==> config.mk <==
export PLATFORM = sky130hd
export DESIGN_NAME = terminal_output_cell_writer_unit
export DESIGN_NICKNAME = d
export VERILOG_FILES = /design/src/sv/towr_pkg.sv /design/src/sv/towr_decode.sv /design/src/sv/towr_cursor.sv /design/src/sv/terminal_output_cell_writer_unit.sv
export SDC_FILE = /design/constraint.sdc
export NUM_CORES = 1
export LEC_CHECK = 0
export BUFFER_PORTS_ARGS = -buffer_cell sky130_fd_sc_hd__buf_2
export CAP_MARGIN = 10
export CORE_MARGIN = 4
export CORE_UTILIZATION = 60
export CTS_BUF_LIST = sky130_fd_sc_hd__clkbuf_2 sky130_fd_sc_hd__clkbuf_4 sky130_fd_sc_hd__clkbuf_8
export CTS_CLUSTER_DIAMETER = 50
export CTS_CLUSTER_SIZE = 16
export DETAILED_ROUTE_END_ITERATION = 16
export GPL_TIMING_DRIVEN = 0
export PLACE_DENSITY_LB_ADDON = 0.1
export SYNTH_ARGS = -nofsm -noshare
export SYNTH_HDL_FRONTEND = slang
export SYNTH_SLANG_ARGS = --single-unit
==> constraint.sdc <==
create_clock -name clk -period 6.2 [get_ports clk]
set_input_delay 0.31 -clock clk [delete_from_list [all_inputs] [get_ports clk]]
set_output_delay 0.31 -clock clk [all_outputs]
set_load 0.005 [all_outputs]
==> src/sv/towr_pkg.sv <==
package towr_pkg;

  // Internal cursor widths: cover COLUMNS up to 128 and ROWS up to 64.
  localparam int COL_W = 7;
  localparam int ROW_W = 6;

  localparam logic [7:0] CH_CR    = 8'd13;
  localparam logic [7:0] CH_NL    = 8'd10;
  localparam logic [7:0] CH_SPACE = 8'd32;

  // Configuration register indexes.
  localparam logic [2:0] REG_MODE_FLAGS     = 3'd0;
  localparam logic [2:0] REG_EOL_CHAR       = 3'd1;
  localparam logic [2:0] REG_ERASE_CHAR     = 3'd2;
  localparam logic [2:0] REG_KILL_CHAR      = 3'd3;
  localparam logic [2:0] REG_CELL_ATTRIBUTE = 3'd4;

  // mode_flags bit positions.
  localparam int MF_CANON    = 0;
  localparam int MF_ECHOE    = 1;
  localparam int MF_ECHOK    = 2;
  localparam int MF_CR2NL    = 3;
  localparam int MF_NL2CR    = 4;
  localparam int MF_IGNCR    = 5;

  // Up to three cursor ops per item; ch[0] runs first.
  typedef struct packed {
    logic [1:0]      cnt;
    logic [2:0][7:0] ch;
  } op_list_t;

  typedef struct packed {
    logic [7:0] eol_byte;
    logic [7:0] erase_byte;
    logic [7:0] cell_attribute;
  } cur_cfg_t;

  typedef struct packed {
    logic        cell_write;
    logic [4:0]  row;
    logic [6:0]  column;
    logic [15:0] cell_value;
    logic        scrolled;
    logic [6:0]  cursor_x;
    logic [4:0]  cursor_y;
  } cur_res_t;

endpackage

==> src/sv/towr_decode.sv <==
module towr_decode import towr_pkg::*; (
  input  logic [5:0] mode_flags,
  input  logic [7:0] eol_byte,
  input  logic [7:0] erase_byte,
  input  logic [7:0] kill_byte,
  input  logic [7:0] out_char,
  input  logic       output_stopped,
  output op_list_t   ops
);

  logic       pre;
  logic [7:0] c1;
  logic [7:0] c2;
  logic       fin_ok;

  always_comb begin
    pre    = 1'b0;
    c1     = out_char;
    c2     = out_char;
    fin_ok = 1'b1;
    if (mode_flags[MF_CANON]) begin
      pre = mode_flags[MF_ECHOE] && (out_char == erase_byte);
      priority if (pre) begin
        c1 = erase_byte;
      end else if (mode_flags[MF_ECHOK] && (out_char == kill_byte)) begin
        c1 = eol_byte;
      end else if ((out_char == CH_CR) && mode_flags[MF_CR2NL]) begin
        c1 = CH_NL;
      end else begin
        c1 = out_char;
      end
      c2 = ((c1 == CH_NL) && mode_flags[MF_NL2CR]) ? CH_CR : c1;
      fin_ok = !((c2 == CH_CR) && mode_flags[MF_IGNCR]) && !output_stopped;
    end

    // Echo-erase: erase, space, then the (possibly dropped) final erase.
    if (pre) begin
      ops.cnt   = fin_ok ? 2'd3 : 2'd2;
      ops.ch[0] = erase_byte;
      ops.ch[1] = CH_SPACE;
      ops.ch[2] = c2;
    end else begin
      ops.cnt   = fin_ok ? 2'd1 : 2'd0;
      ops.ch[0] = c2;
      ops.ch[1] = 8'h00;
      ops.ch[2] = 8'h00;
    end
  end

endmodule

==> src/sv/towr_cursor.sv <==
module towr_cursor import towr_pkg::*; #(
  parameter int ROWS    = 25,
  parameter int COLUMNS = 80
) (
  input  logic [7:0]       ch,
  input  cur_cfg_t         cfg,
  input  logic [COL_W-1:0] col,
  input  logic [ROW_W-1:0] row,
  output logic [COL_W-1:0] col_nxt,
  output logic [ROW_W-1:0] row_nxt,
  output cur_res_t         res
);

  logic [COL_W:0] col_inc;
  logic [ROW_W:0] row_inc;
  logic           adv;
  logic           is_eol;
  logic           is_erase;

  assign col_inc  = {1'b0, col} + 1'b1;
  assign row_inc  = {1'b0, row} + 1'b1;
  assign is_eol   = (ch == cfg.eol_byte);
  assign is_erase = !is_eol && (ch == cfg.erase_byte);

  always_comb begin
    adv     = 1'b0;
    col_nxt = col;
    priority if (is_eol) begin
      col_nxt = '0;
      adv     = 1'b1;
    end else if (is_erase) begin
      col_nxt = (col != '0) ? col - 1'b1 : '0;
    end else if (col_inc >= (COL_W+1)'(COLUMNS)) begin
      col_nxt = '0;
      adv     = 1'b1;
    end else begin
      col_nxt = col_inc[COL_W-1:0];
    end

    row_nxt      = row;
    res.scrolled = 1'b0;
    if (adv) begin
      if (row_inc >= (ROW_W+1)'(ROWS)) begin
        row_nxt      = ROW_W'(ROWS - 1);
        res.scrolled = 1'b1;
      end else begin
        row_nxt = row_inc[ROW_W-1:0];
      end
    end

    res.cell_write = !is_eol && !is_erase;
    res.row        = res.cell_write ? row[4:0] : 5'd0;
    res.column     = res.cell_write ? col[6:0] : 7'd0;
    res.cell_value = res.cell_write ? {cfg.cell_attribute, ch} : 16'd0;
    res.cursor_x   = col_nxt[6:0];
    res.cursor_y   = row_nxt[4:0];
  end

endmodule

==> src/sv/terminal_output_cell_writer_unit.sv <==
// Path: an accepted item goes through the op register, then the output register, to out_valid.
// Throughput: one result per cycle while out_stall is low; an item yielding one result
//   is taken every cycle; an echo-erase item keeps the op register until its ops fire.
// An item that yields no result is absorbed without using the cursor stage.
// Reset (rst_n low, synchronous): cursor to 0,0, registers to defaults, no item in flight.
module terminal_output_cell_writer_unit import towr_pkg::*; #(
  parameter int ROWS    = 25,
  parameter int COLUMNS = 80
) (
  input  logic        clk,
  input  logic        rst_n,
  // configuration write channel
  input  logic        cfg_valid,
  output logic        cfg_ready,
  input  logic [2:0]  cfg_index,
  input  logic [7:0]  cfg_data,
  // input item channel
  input  logic        in_valid,
  output logic        in_stall,
  input  logic [7:0]  in_out_char,
  input  logic        in_output_stopped,
  // result channel
  output logic        out_valid,
  input  logic        out_stall,
  output logic        out_cell_write,
  output logic [4:0]  out_row,
  output logic [6:0]  out_column,
  output logic [15:0] out_cell_value,
  output logic        out_scrolled,
  output logic [6:0]  out_cursor_x,
  output logic [4:0]  out_cursor_y,
  output logic        out_last_of_run
);

  // Configuration registers; the port never pushes back.
  logic [5:0] mode_flags_r;
  logic [7:0] eol_byte_r;
  logic [7:0] erase_byte_r;
  logic [7:0] kill_byte_r;
  logic [7:0] cell_attribute_r;

  assign cfg_ready = 1'b1;

  always_ff @(posedge clk) begin
    if (!rst_n) begin
      mode_flags_r     <= 6'd39;
      eol_byte_r       <= 8'd10;
      erase_byte_r     <= 8'd8;
      kill_byte_r      <= 8'd21;
      cell_attribute_r <= 8'd7;
    end else if (cfg_valid && cfg_ready) begin
      unique case (cfg_index)
        REG_MODE_FLAGS:     mode_flags_r     <= cfg_data[5:0];
        REG_EOL_CHAR:       eol_byte_r       <= cfg_data;
        REG_ERASE_CHAR:     erase_byte_r     <= cfg_data;
        REG_KILL_CHAR:      kill_byte_r      <= cfg_data;
        REG_CELL_ATTRIBUTE: cell_attribute_r <= cfg_data;
        default: ;
      endcase
    end
  end

  // Translation of the incoming byte into a list of cursor ops (canonical mode; else one op).
  op_list_t dec_ops;

  towr_decode u_decode (
    .mode_flags     (mode_flags_r),
    .eol_byte       (eol_byte_r),
    .erase_byte     (erase_byte_r),
    .kill_byte      (kill_byte_r),
    .out_char       (in_out_char),
    .output_stopped (in_output_stopped),
    .ops            (dec_ops)
  );

  // Op register: remaining ops of the current item, head in ch[0].
  logic [1:0]      a_cnt_r, a_cnt_nxt;
  logic [2:0][7:0] a_ch_r, a_ch_nxt;

  // Output register and cursor state.
  logic             o_valid_r, o_valid_nxt;
  cur_res_t         o_res_r;
  logic             o_last_r;
  logic [COL_W-1:0] col_r, col_nxt;
  logic [ROW_W-1:0] row_r, row_nxt;
  cur_res_t         cur_res;
  cur_cfg_t         cur_cfg;

  logic fire;    // head op executes into the output register this cycle
  logic accept;  // input item taken this cycle

  assign fire     = (a_cnt_r != 2'd0) && (!o_valid_r || !out_stall);
  // Op register frees when empty or when its last op fires now.
  assign in_stall = (a_cnt_r != 2'd0) && !((a_cnt_r == 2'd1) && fire);
  assign accept   = in_valid && !in_stall;

  assign cur_cfg.eol_byte       = eol_byte_r;
  assign cur_cfg.erase_byte     = erase_byte_r;
  assign cur_cfg.cell_attribute = cell_attribute_r;

  towr_cursor #(
    .ROWS    (ROWS),
    .COLUMNS (COLUMNS)
  ) u_cursor (
    .ch      (a_ch_r[0]),
    .cfg     (cur_cfg),
    .col     (col_r),
    .row     (row_r),
    .col_nxt (col_nxt),
    .row_nxt (row_nxt),
    .res     (cur_res)
  );

  always_comb begin
    a_cnt_nxt = a_cnt_r;
    a_ch_nxt  = a_ch_r;
    if (accept) begin
      a_cnt_nxt = dec_ops.cnt;
      a_ch_nxt  = dec_ops.ch;
    end else if (fire) begin
      a_cnt_nxt = a_cnt_r - 2'd1;
      a_ch_nxt  = {8'h00, a_ch_r[2], a_ch_r[1]};
    end
  end

  always_comb begin
    o_valid_nxt = o_valid_r;
    if (fire) begin
      o_valid_nxt = 1'b1;
    end else if (!out_stall) begin
      o_valid_nxt = 1'b0;
    end
  end

  always_ff @(posedge clk) begin
    if (!rst_n) begin
      a_cnt_r   <= 2'd0;
      o_valid_r <= 1'b0;
      col_r     <= '0;
      row_r     <= '0;
    end else begin
      a_cnt_r   <= a_cnt_nxt;
      o_valid_r <= o_valid_nxt;
      if (fire) begin
        col_r <= col_nxt;
        row_r <= row_nxt;
      end
    end
  end

  // Payload registers, no reset.
  always_ff @(posedge clk) begin
    a_ch_r <= a_ch_nxt;
    if (fire) begin
      o_res_r  <= cur_res;
      o_last_r <= (a_cnt_r == 2'd1);
    end
  end

  assign out_valid       = o_valid_r;
  assign out_cell_write  = o_res_r.cell_write;
  assign out_row         = o_res_r.row;
  assign out_column      = o_res_r.column;
  assign out_cell_value  = o_res_r.cell_value;
  assign out_scrolled    = o_res_r.scrolled;
  assign out_cursor_x    = o_res_r.cursor_x;
  assign out_cursor_y    = o_res_r.cursor_y;
  assign out_last_of_run = o_last_r;

endmodule
# == Word-level counts from Yosys, hierarchy flattened ==
# Index checks and enable logic that the tools add are counted.
# classes
n_addsub,4
n_reduce_logical,31
n_eq_ne,13
n_lt_le_gt_ge,2
n_mux,27
# op_table
operator,n
24-bit 2-to-1 mux,2
8-bit 2-to-1 mux,6
8-bit equality test,4
7-bit 2-to-1 mux,4
26-bit 2-to-1 mux,1
"8-bit by 4-bit equality test with 1-bit output, second input constant",3
1-bit logical AND,12
2-bit AND reduction,6
1-bit 2-to-1 mux,10
"7-bit by 1-bit adder with 8-bit output, second input constant",1
"8-bit by 7-bit >= comparator with 1-bit output, second input constant",1
1-bit logical NOT,8
"6-bit by 1-bit adder with 7-bit output, second input constant",1
"7-bit by 5-bit >= comparator with 1-bit output, second input constant",1
7-bit nonzero test,1
"7-bit by 1-bit subtractor with 7-bit output, second input constant",1
"3-bit by 2-bit equality test with 1-bit output, second input constant",2
6-bit 2-to-1 mux,1
5-bit 2-to-1 mux,1
2-bit 2-to-1 mux,2
2-bit nonzero test,2
"3-bit by 1-bit equality test with 1-bit output, second input constant",1
"3-bit equality test, second input constant",1
3-bit logical NOT,1
other kinds (4),4
# word_totals
inputBits,25
register_bits,121
wordCells,98

# == Depth between registers and ports, before layout ==
# Gate-level depths: netlist of the first run.
# depth
depth_word,17
ltp_mapped,9

# == By module ==
# A second synthesis of the first run with hierarchy kept.
# unflattened
hier_cells,605
hier_area_um2,6296.0
# by_module_without_submodules
mod,area_per_inst_um2,seq_area_each_um2,cells_each,instances
terminal_output_cell_writer_unit,4320.4,3093.0,312,1
towr_cursor,1136.1,0.0,172,1
towr_decode,839.6,0.0,121,1

# == Worst setup path after synthesis of the first run ==
# OpenSTA, ideal clock, no wires.
# synth_path
kind,register to register
from,reg a_cnt_r[0]
to,reg col_r[5]
period_less_slack_ns,3.028
arrival_ns,2.953
stages_incl_launch_ff,9
path_buffers,2
setup_slack_ns,3.172
path_cell_list,dfxtp_1 > inv_1 > ha_1 > nand2b_1 > clkbuf_1 > inv_1 > clkbuf_1 > o311ai_0 > a21boi_0
# synth_between
elab_chain_cells,2
# synth_rtl
item,line_no,text
start: declaration,terminal_output_cell_writer_unit.sv:77,"logic [1:0] a_cnt_r, a_cnt_nxt;"
start signal: assignment,terminal_output_cell_writer_unit.sv:142,a_cnt_r <= a_cnt_nxt;
2-bit nonzero test,terminal_output_cell_writer_unit.sv:92,assign fire = (a_cnt_r != 2'd0) && (!o_valid_r || !out_stall);
1-bit logical AND,terminal_output_cell_writer_unit.sv:92,
via fire,terminal_output_cell_writer_unit.sv:89,logic fire;
end signal: assignment,terminal_output_cell_writer_unit.sv:145,col_r <= col_nxt;
end: declaration,terminal_output_cell_writer_unit.sv:84,"logic [COL_W-1:0] col_r, col_nxt;"
# The timed path passes the listed nets, and every way through them passes these cells.
# A chain may end at the register's enable or synchronous reset.

# == Worst setup path in the final report of the first run ==
# layout_path
from,reg row_r[0]
to,reg row_r[2]
# layout_between
elab_chain_cells,4
# layout_rtl
item,line_no,text
start: declaration,terminal_output_cell_writer_unit.sv:85,"logic [ROW_W-1:0] row_r, row_nxt;"
start signal: assignment,terminal_output_cell_writer_unit.sv:146,row_r <= row_nxt;
6-bit by 1-bit adder with 7-bit output *,towr_cursor.sv:21,"assign row_inc = {1'b0, row} + 1'b1;"
7-bit by 5-bit >= comparator with 1-bit output,towr_cursor.sv:43,if (row_inc >= (ROW_W+1)'(ROWS)) begin
6-bit 2-to-1 mux *,towr_cursor.sv:43,
5-bit 2-to-1 mux *,towr_cursor.sv:42,if (adv) begin
# Every way passes the cells marked *; elsewhere a longest branch is shown, timed or not.

==> reports/results.ini, run 1 <==
[grt]
grt_pass1_wl_um = 23580
grtUsageTotal_pct = 26.57
antenna_found_initial = 0
grt_max_degree = 28
grt-ovfl-total = 0
grt_pass1_vias = 4689

[final_layout]
drive_gt1_share_pct = 17.43
fin_cells = 850
diodes = 0
layout_common_cells = 115 x nand2_1, 70 x buf_2, 67 x edfxtp_1, 54 x dfxtp_1, 36 x nand3_1
final_nets = 736
final_common_cell = nand2_1
syn2layout_area_growth_pct = 15.57
fillers = 751

[drt]
routed_wl_um = 14640
wl_per_cell_um = 17.23
dr.pass1.iters = 5
drcViolationCount = 0
drt_iter0_drc = 292
wl_met2_um = 7467
postRouteAntennaNets = 0
vias = 4907
met1_length_um = 5850
dr_wl_met3_um = 925
avgViaCountPerCell = 5.773
topRoutingLayerUsed = met4

[power_and_ir_drop]
power_leakage_uw = 0.002741
power_density_nw_per_um2 = 392.5
combPwrFrac_pct = 26.9
netSwitchingPower_uw = 839.9
p_sw_share_pct = 30.92
clkPwrFrac_pct = 25.8
power_frac_seq_pct = 47.2
internal_power_uw = 1876
peakVddDrop_uv = 211.3

[die]
die_w_um = 107.9
row_count = 36
core-area_um2 = 9729
initial_core_util_pct = 61.54
ios = 71
dieArea_um2 = 11640
die_y_um = 107.9

[synth]
async_reset_ff_share_pct = 0
synthFlopType = edfxtp_1
synth_edf_count = 67
syn_nets = 648
syn_avg_cell_area_um2 = 9.719
synth_compound_area_share_pct = 13.75
syn-cell-area_um2 = 5987
yosys.area_share.adder_pct = 1.463
ys_ff_latch = 121
synth_seq_area_share_pct = 51.66
synth_warnings = 0
synth.top_cell.area_share_pct = 33.61
synth_top_area_cell = edfxtp_1
synthMuxAreaShare_pct = 1.526
synth-simple-area-share_pct = 22.59
yosys-top-cells-area = edfxtp_1 34%, dfxtp_1 18%, nand2_1 7.2%
synth_xor_area_share_pct = 5.392
synth_cells = 616
synth.distinct_cells = 64
synth_top_family_by_area = simple AND/OR/NAND/NOR gates

[place]
io_buffers = 68
placed_cells = 818
gp_congestion = 0.9134
dp_hpwl_um = 10730

[sta]
timing.fmax_mhz = 344.6
fin_skew_ps = 12.26
worst_pin_slew_ps = 941.6
slew_viol_final = 0
period_needed_ps = 2902
hold_viol_final = 0
min_period_over_period_pct = 46.80
fin_setup_tns_ps = 0
rsz0062_at_grt = false
final-setup-viol-count = 0
relSlewSlack_pct = 37.08

[min_path]
min-delay-path-class = in2reg

[setup_path]
path_max_fanout = 8
critPathKind = reg2reg
cp-end-kind = register
cp_data_arrival_time_ps = 3260
start_kind = register
worst_ep_required_time_ps = 6560

[clock_network]
cts_buffers = 17
clk_latency_ps = 440
tritoncts = yes
clockBufferDepth = 2
cts_sinks = 121
cts_resized = 0
htree_levels = 4
cts_hold_buf = 0
cts_setup_buffers = 0
root_buffer = clkbuf_8
cts.reportedPaths.clkPinSlew_ps = 70

[run]
cap_violations = 0

[status]
status = finished clean

cells by family (layout without fill, tap and decap cells):
kind of cell	after synthesis	in the layout
AOI/OAI and AO/OA	117	117
xor gates and xnor gates	36	36
adders and majority gates	7	7
buffers and inverters	51	152
DFF	121	121
muxes	9	9
other	1	1
and+or+nand+nor	274	274
layer usage:
| layer | vias up | track usage (%) |
|---|---|---|
| met4 | 0 | 9.739 |
| met2 | 172 | 46.71 |
| li1 | 2368 | - |
| met1 | 2329 | 31.79 |
| met5 | - | 0 |
| met3 | 38 | 5.879 |
through the flow:
step	setup slack, ps	hold WS (ps)	cell area, µm²	utilization, %	power, µW
finish	3298	160.5	6919	71.12	2716
global route	3152	157.9	6919	71.12	2866
CTS	3383	134.4	6919	71.12	2734
detailed placement	3394	455.8	6523	67.04	2031
global placement	2272	439.7	6494	66.74	1984
floorplan	3172	431.9	5987	-	1731
synth_stat cells, drive strengths merged, types with 11 or more instances:
cell	n
xor2	11
nand2	115
and2	19
a21boi	27
and3	30
edfxtp	67
clkbuf	26
o21ai	24
dfxtp	54
nand3	36
nor2	27
a21oi	19
xnor2	25
inv	18
worst max-delay path, stage by stage, from the launching register on:
cell and delay [ps]:
dfxtp_1 480, inv_1 120, ha_1 310, or3b_2 510, o21ai_0 250, a221oi_1 110
o21ai_0 520, nor2b_1 230, o21ai_0 90, a21boi_0 200
power groups by stage:
| stage | Combinational, µW | Clock, µW | Sequential [µW] |
|---|---|---|---|
| final | 732 | 702 | 1280 |
| after global placement | 678 | 0 | 1310 |
| after detailed placement | 730 | 0 | 1300 |
| after floorplan | 428 | 0 | 1300 |
| after CTS | 739 | 710 | 1290 |
| after global routing | 816 | 744 | 1310 |
path summary, 6_finish.rpt:
path | start | endpoint | slack (ps) | cells past startpoint
setup / recovery | row_r[0] | row_r[2] | 3300 | 9
hold / removal | cfg_data[3] | erase_byte_r[3] | 160 | 3
setup reg to reg | row_r[0] | row_r[2] | 3300 | 9
hold reg to reg | cell_attribute_r[7] | cell_attribute_r[7] | 470 | 2
registers in the layout (all words and copies together) (netlist names), 6 cells and up:
| signal | flops |
|---|---|
| col_r | 7 |
| row_r | 6 |
| a_ch_r | 24 |
| eol_byte_r | 8 |
| out_column | 7 |
| out_cursor_x | 7 |
| kill_byte_r | 8 |
| out_cell_value | 16 |
| mode_flags_r | 6 |
| erase_byte_r | 8 |
| cell_attribute_r | 8 |
cell type report:
type                       instances  area, µm²  area share (%)
clock inverter                     8      97.59           1.410
clock buffer                      24      299.0           4.322
multi-input combinational        444       2681           38.75
sequential                       121       3093           44.70
inverter                          18      67.56          0.9765
timing repair buffer              69      367.9           5.316
tap                              133      166.4           2.405
buffer                            33      146.4           2.116
Note: power is estimated with default switching activity, not from simulation.
==> run 2, diff against run 1 <==
--- a/config.mk
+++ b/config.mk
@@ -5,6 +5,7 @@
 export SDC_FILE = /design/constraint.sdc
 export NUM_CORES = 1
 export LEC_CHECK = 0
+export ABC_AREA = 1
 export BUFFER_PORTS_ARGS = -buffer_cell sky130_fd_sc_hd__buf_2
 export CAP_MARGIN = 10
 export CORE_MARGIN = 4
==> constraint.sdc (replaced) <==
create_clock -name clk -period 2.7 [get_ports clk]
set_input_delay 0.135 -clock clk [delete_from_list [all_inputs] [get_ports clk]]
set_output_delay 0.135 -clock clk [all_outputs]
set_load 0.005 [all_outputs]
==> run 2 against run 1 <==
  * First-iteration DRC count rose by 30%
  * Critical path type unchanged
  * Cell count rose by 9.8%
  * Routed wire length fell by 0.85%
  * Highest routed layer unchanged
  * Synthesized cell count rose by 13%
  * Sequential power rose by 140%
==> reports/results.ini, run 2 <==
[status]
status = finished clean

[die]
row_count = 35
die_y_um = 106.8
ios = 71
die_w_um = 106.8
initial_core_util_pct = 62.48
core-area_um2 = 9371
dieArea_um2 = 11400

[setup_path]
cp_data_arrival_time_ps = 2670
crit_chain = inv_1 > ha_1 > inv_1 > nand2_1 > nand2_1 > inv_1 > clkbuf_1 > nor2_2 > clkinvlp_4 > nand2_1 > a21oi_1
worst_ep_required_time_ps = 2980
start_kind = register
cp-end-kind = register
critPathKind = reg2reg
cp_slowest_stage_delay_ps = 370
path_max_fanout = 13
critical-path-slowest-cell = dfxtp_1

[clock_network]
tritoncts = yes
htree_levels = 4
cts.reportedPaths.clkPinSlew_ps = 70
cts_sinks = 121
clockBufferDepth = 2
cts_buffers = 17
root_buffer = clkbuf_8
clk_latency_ps = 440

[final_layout]
fin_cells = 933
final_common_cell = nand2_1
fillers = 733
regMostFlops = a_ch_r
drive_gt1_share_pct = 18.53
final_nets = 823
final_util_pct = 73.46
largest_register_ffs = 24
diodes = 0
layout_common_cells = 132 x nand2_1, 92 x inv_1, 85 x nor2_1, 73 x buf_2, 67 x edfxtp_1
syn2layout_area_growth_pct = 17.56

[drt]
routed_wl_um = 14520
drcViolationCount = 0
wl_per_cell_um = 15.56
postRouteAntennaNets = 0
dr.pass1.iters = 6
avgViaCountPerCell = 5.454
vias = 5089
drt_iter0_drc = 381

[sta]
min_period_over_period_pct = 88.35
fin_skew_ps = 13.82
hold_viol_final = 0
slew_viol_final = 0
relSlewSlack_pct = 47.60
final-setup-viol-count = 0
rsz0062_at_grt = false
worst_pin_slew_ps = 786.0
timing.fmax_mhz = 419.2
period_needed_ps = 2385

[place]
placed_cells = 893
io_buffers = 69
dp_hpwl_um = 10430
gp_congestion = 0.9069

[power_and_ir_drop]
peakVddDrop_uv = 581.5
power_leakage_uw = 0.003019
power_density_nw_per_um2 = 994.1

[synth]
synthMuxAreaShare_pct = 0
syn_avg_cell_area_um2 = 8.425
synth_compound_area_share_pct = 12.14
synth_xor_area_share_pct = 3.590
ys_ff_latch = 121
synth-simple-area-share_pct = 21.54
yosys.area_share.adder_pct = 1.496
synth.top_cell.area_share_pct = 34.36
synth_warnings = 0
syn_nets = 727
synth_most_common_cell = nand2_1
synth_edf_count = 67
synth_seq_area_share_pct = 52.82
synth_top_area_cell = edfxtp_1
synth.distinct_cells = 40
yosys-top-cells-area = edfxtp_1 34%, dfxtp_1 18%, nand2_1 8.5%
synth_top_family_by_area = simple AND/OR/NAND/NOR gates
synth_cells = 695
synthFlopType = edfxtp_1
synth_common_cells = 132 x nand2_1, 94 x inv_1, 86 x nor2_1, 67 x edfxtp_1, 62 x o21ai_0
syn-cell-area_um2 = 5856
async_reset_ff_share_pct = 0

[grt]
grt-ovfl-total = 0
antenna_found_initial = 0
grtUsageTotal_pct = 25.95
grt_pass1_vias = 4716
grt_pass1_wl_um = 22900
grt_max_degree = 26

[run]
cap_violations = 0

[min_path]
min-delay-path-class = in2reg

-- run 2: cell count changes after synthesis, moves of 9 or more --
cell	change
xnor2_1	-20
clkbuf_1	-14
inv_2	+11
a21boi_0	-26
and2_1	-19
nand2_1	+17
and3_1	-29
o21ai_0	+38
xor2_1	+9
inv_1	+76
a21oi_1	+16
nor2_1	+59
-- run 2: final timing paths --
| path | startpoint | end | slack [ps] | cells after the start |
|---|---|---|---|---|
| setup / recovery | a_cnt_r[0] | a_cnt_r[1] | 310 | 11 |
| hold / removal | cfg_data[0] | kill_byte_r[0] | 20 | 3 |
| hold reg to reg | cell_attribute_r[4] | cell_attribute_r[4] | 460 | 2 |
| setup reg to reg | a_cnt_r[0] | a_cnt_r[1] | 310 | 11 |
-- run 2: metal layers --
layer | up-vias | wire [µm] | share of wire [%] | global-route usage [%]
met5 | - | 0 | 0 | 0
met4 | 0 | 357 | 2.5 | 9.772
li1 | 2470 | - | - | -
met1 | 2368 | 5984 | 41 | 32.41
met3 | 38 | 989 | 6.8 | 5.900
met2 | 213 | 7188 | 50 | 43.97
-- run 2: kinds of logic after synthesis --
kind of cell	count (synthesis)
xor+xnor	24
flops	121
fa+ha+maj	7
simple gates	290
buf+inv	126
compound gates	126
other cells	1
-- run 2: where the power goes --
group	switching [µW]	internal [µW]
combinational	1330	692
sequential	267	2750
clock	771	1040
-- run 2: worst max-delay path, delay by kind of cell (launching register included) --
family | cells | cell delay [ps]
AOI/OAI and AO/OA | 1 | 60
DFF | 1 | 370
buffers and inverters | 5 | 850
adders and majority gates | 1 | 200
and+or+nand+nor | 4 | 770
-- run 2: final cells by class --
type | count | area [µm²] | share of cell area, %
Clock buffer | 18 | 247.7 | 3.599
Buffer | 19 | 87.58 | 1.272
Clock inverter | 14 | 196.4 | 2.854
Multi-Input combinational cell | 448 | 2276 | 33.06
Inverter | 107 | 409.1 | 5.943
Tap cell | 129 | 161.4 | 2.345
Timing Repair Buffer | 74 | 392.9 | 5.707
Timing Repair inverter | 3 | 20.02 | 0.2908
Sequential cell | 121 | 3093 | 44.93
-- run 2: stage by stage --
stage | total power (µW) | worst slack (ps) | TNS (ps) | hold WS (ps) | area, µm²
after floorplan | 4258 | 288.7 | 0 | 261.3 | 5859
after global placement | 4891 | -235.9 | -5617 | 436.5 | 6366
after detailed placement | 4976 | -331.0 | -7657 | 440.8 | 6366
after CTS | 6802 | 12.94 | 0 | 1.181 | 6855
after global routing | 7261 | 6.199 | 0 | 10.91 | 6884
final | 6844 | 314.6 | 0 | 18.48 | 6884
-- run 2: repair_timing --
| item | in CTS | in global routing |
|---|---|---|
| endpoints found under the setup margin | 25 | 25 |
| setup buffers | 0 | 1 |
| cloned | 1 | 2 |
| hold buffers | 4 | 0 |
| resized for setup | 0 | 4 |
| hold endpoints to repair | 6 | 0 |
==> run 3, diff against run 2 <==
--- a/config.mk
+++ b/config.mk
@@ -9,7 +9,7 @@
 export BUFFER_PORTS_ARGS = -buffer_cell sky130_fd_sc_hd__buf_2
 export CAP_MARGIN = 10
 export CORE_MARGIN = 4
-export CORE_UTILIZATION = 60
+export CORE_UTILIZATION = 40
 export CTS_BUF_LIST = sky130_fd_sc_hd__clkbuf_2 sky130_fd_sc_hd__clkbuf_4 sky130_fd_sc_hd__clkbuf_8
 export CTS_CLUSTER_DIAMETER = 50
 export CTS_CLUSTER_SIZE = 16
==> run 3 against run 2 <==
  * Global-route usage is 7.1 points lower
  * Non-clock buffer count rose by 4
  * Fmax increased by 1.2%
  * Count of clock-buffer cells in the layout grew 2
  * Via count down 4.6%
  * Critical endpoint unchanged
==> reports/results.ini, run 3 (synthesis gave the netlist of run 2 again) <==
[grt]
antenna_found_initial = 0
grt_pass1_wl_um = 24230
grt-ovfl-total = 0
grt_max_degree = 26
grt_pass1_vias = 4832
grtUsageTotal_pct = 18.88

[die]
row_count = 43
dieArea_um2 = 16640
die_w_um = 129.0
core-area_um2 = 14100
die_y_um = 129.0
initial_core_util_pct = 41.54
ios = 71

[drt]
avgViaCountPerCell = 4.914
vias = 4855
drcViolationCount = 0
wl_per_cell_um = 15.08
drt_iter0_drc = 405
postRouteAntennaNets = 0
routed_wl_um = 14900
dr.pass1.iters = 5

[clock_network]
clk_latency_ps = 450
tritoncts = yes
cts.reportedPaths.clkPinSlew_ps = 70
cts_setup_buffers = 0
cts_buffers = 17
cts_sinks = 121
clockBufferDepth = 2
root_buffer = clkbuf_8
htree_levels = 4

[power_and_ir_drop]
combPwrFrac_pct = 29.6
netSwitchingPower_uw = 2286
clkPwrFrac_pct = 25.4
peakVddDrop_uv = 299.3
power_leakage_uw = 0.003034
power_density_nw_per_um2 = 961.6
power_uw = 6695
p_sw_share_pct = 34.15
internal_power_uw = 4409
power_frac_seq_pct = 45.0

[setup_path]
worstSetupEndpoint = a_cnt_r[1]
worst_ep_required_time_ps = 3000
path_max_fanout = 13
timing.rr.end = a_cnt_r[1]
ff2ff_path_depth = 11
cp-end-kind = register
r2r_slack_ps = 340
start_kind = register
cp_data_arrival_time_ps = 2650
critPathKind = reg2reg
worstSetupStartpoint = a_cnt_r[0]
r2r-start = a_cnt_r[0]

[sta]
period_needed_ps = 2357
fin_skew_ps = 12.09
whs_ps = 43.52
final-setup-viol-count = 0
rsz0062_at_grt = false
worst_pin_slew_ps = 786.9
hold_viol_final = 0
slew_viol_final = 0
relSlewSlack_pct = 47.54
min_period_over_period_pct = 87.31
setup_ws_ps = 342.6
timing.fmax_mhz = 424.2

[final_layout]
final_nets = 827
final_common_cell = nand2_1
diodes = 0
fillers = 1400
layout_common_cells = 131 x nand2_1, 92 x inv_1, 85 x nor2_1, 73 x buf_2, 67 x edfxtp_1
drive_gt1_share_pct = 18.44
largest_register_ffs = 24
regMostFlops = a_ch_r
fin_cells = 988
syn2layout_area_growth_pct = 18.91

[place]
placed_cells = 944
gp_congestion = 0.8964
place_ws_ps = -480.4
io_buffers = 69
dp_hpwl_um = 11010

[min_path]
min-delay-path-class = in2reg
hp-start = cfg_data[7]

[status]
status = finished clean

[run]
cap_violations = 0

## run 3: critical path: stages, from the launching register on
cell and delay (ps):
dfxtp_1 370, inv_1 60, ha_1 200, inv_1 80, nand2_1 70, nand2_1 200, inv_1 80, clkbuf_1 240
nor2_2 320, clkinvlp_4 360, nand2_1 150, a21oi_1 60
## run 3: power groups by stage
stage,Sequential (µW),Combinational (µW),Clock (µW)
final,3020,1980,1700
after global routing,3070,2260,1820
after CTS,3040,1970,1740
after detailed placement,3080,1920,0
after global placement,3060,1900,0
after floorplan,3040,1220,0
## run 3: layout make-up
cell class | count | area [µm²] | area share [%]
buffer | 19 | 87.58 | 1.258
clock buffer | 20 | 269.0 | 3.863
clock inverter | 12 | 145.1 | 2.084
inverter | 107 | 409.1 | 5.876
multi-input combinational | 448 | 2278 | 32.72
sequential | 121 | 3093 | 44.42
tap | 180 | 225.2 | 3.235
timing repair buffer | 78 | 435.4 | 6.253
timing repair inverter | 3 | 20.02 | 0.2875
## run 3: timing repair
item | CTS | global route
hold endpoints to repair | 15 | 0
hold buffers | 9 | 0
endpoints found under the setup margin | 25 | 49
gates cloned | 2 | 1
gates resized for setup | 0 | 5
## run 3: routing by layer
layer | vias up | wire length (µm) | track usage, % | share of wire (%)
li1 | 2471 | - | - | -
met2 | 122 | 7149 | 31.19 | 48
met4 | 0 | 290 | 7.041 | 1.9
met5 | - | 0 | 0 | 0
met1 | 2240 | 6767 | 24.01 | 45
met3 | 22 | 689 | 4.608 | 4.6
## run 3: stage by stage
stage                     setup TNS [ps]  util [%]  cell area [µm²]
after floorplan                        0         -             5859
after global placement             -9111     45.62             6430
after detailed placement          -11670     45.62             6430
after CTS                              0     49.26             6944
after global routing                   0     49.40             6963
final                                  0     49.40             6963
## run 3: worst min-delay path by stage
stage	cells after the start	to	slack, ps
2_1_floorplan	2	mode_flags_r[1]	260
5_1_grt	3	cell_attribute_r[7]	60
6_report	3	cell_attribute_r[7]	40
3_5_place_dp	2	cell_attribute_r[7]	440
3_3_place_gp	3	out_valid	440
4_1_cts	3	cell_attribute_r[7]	20
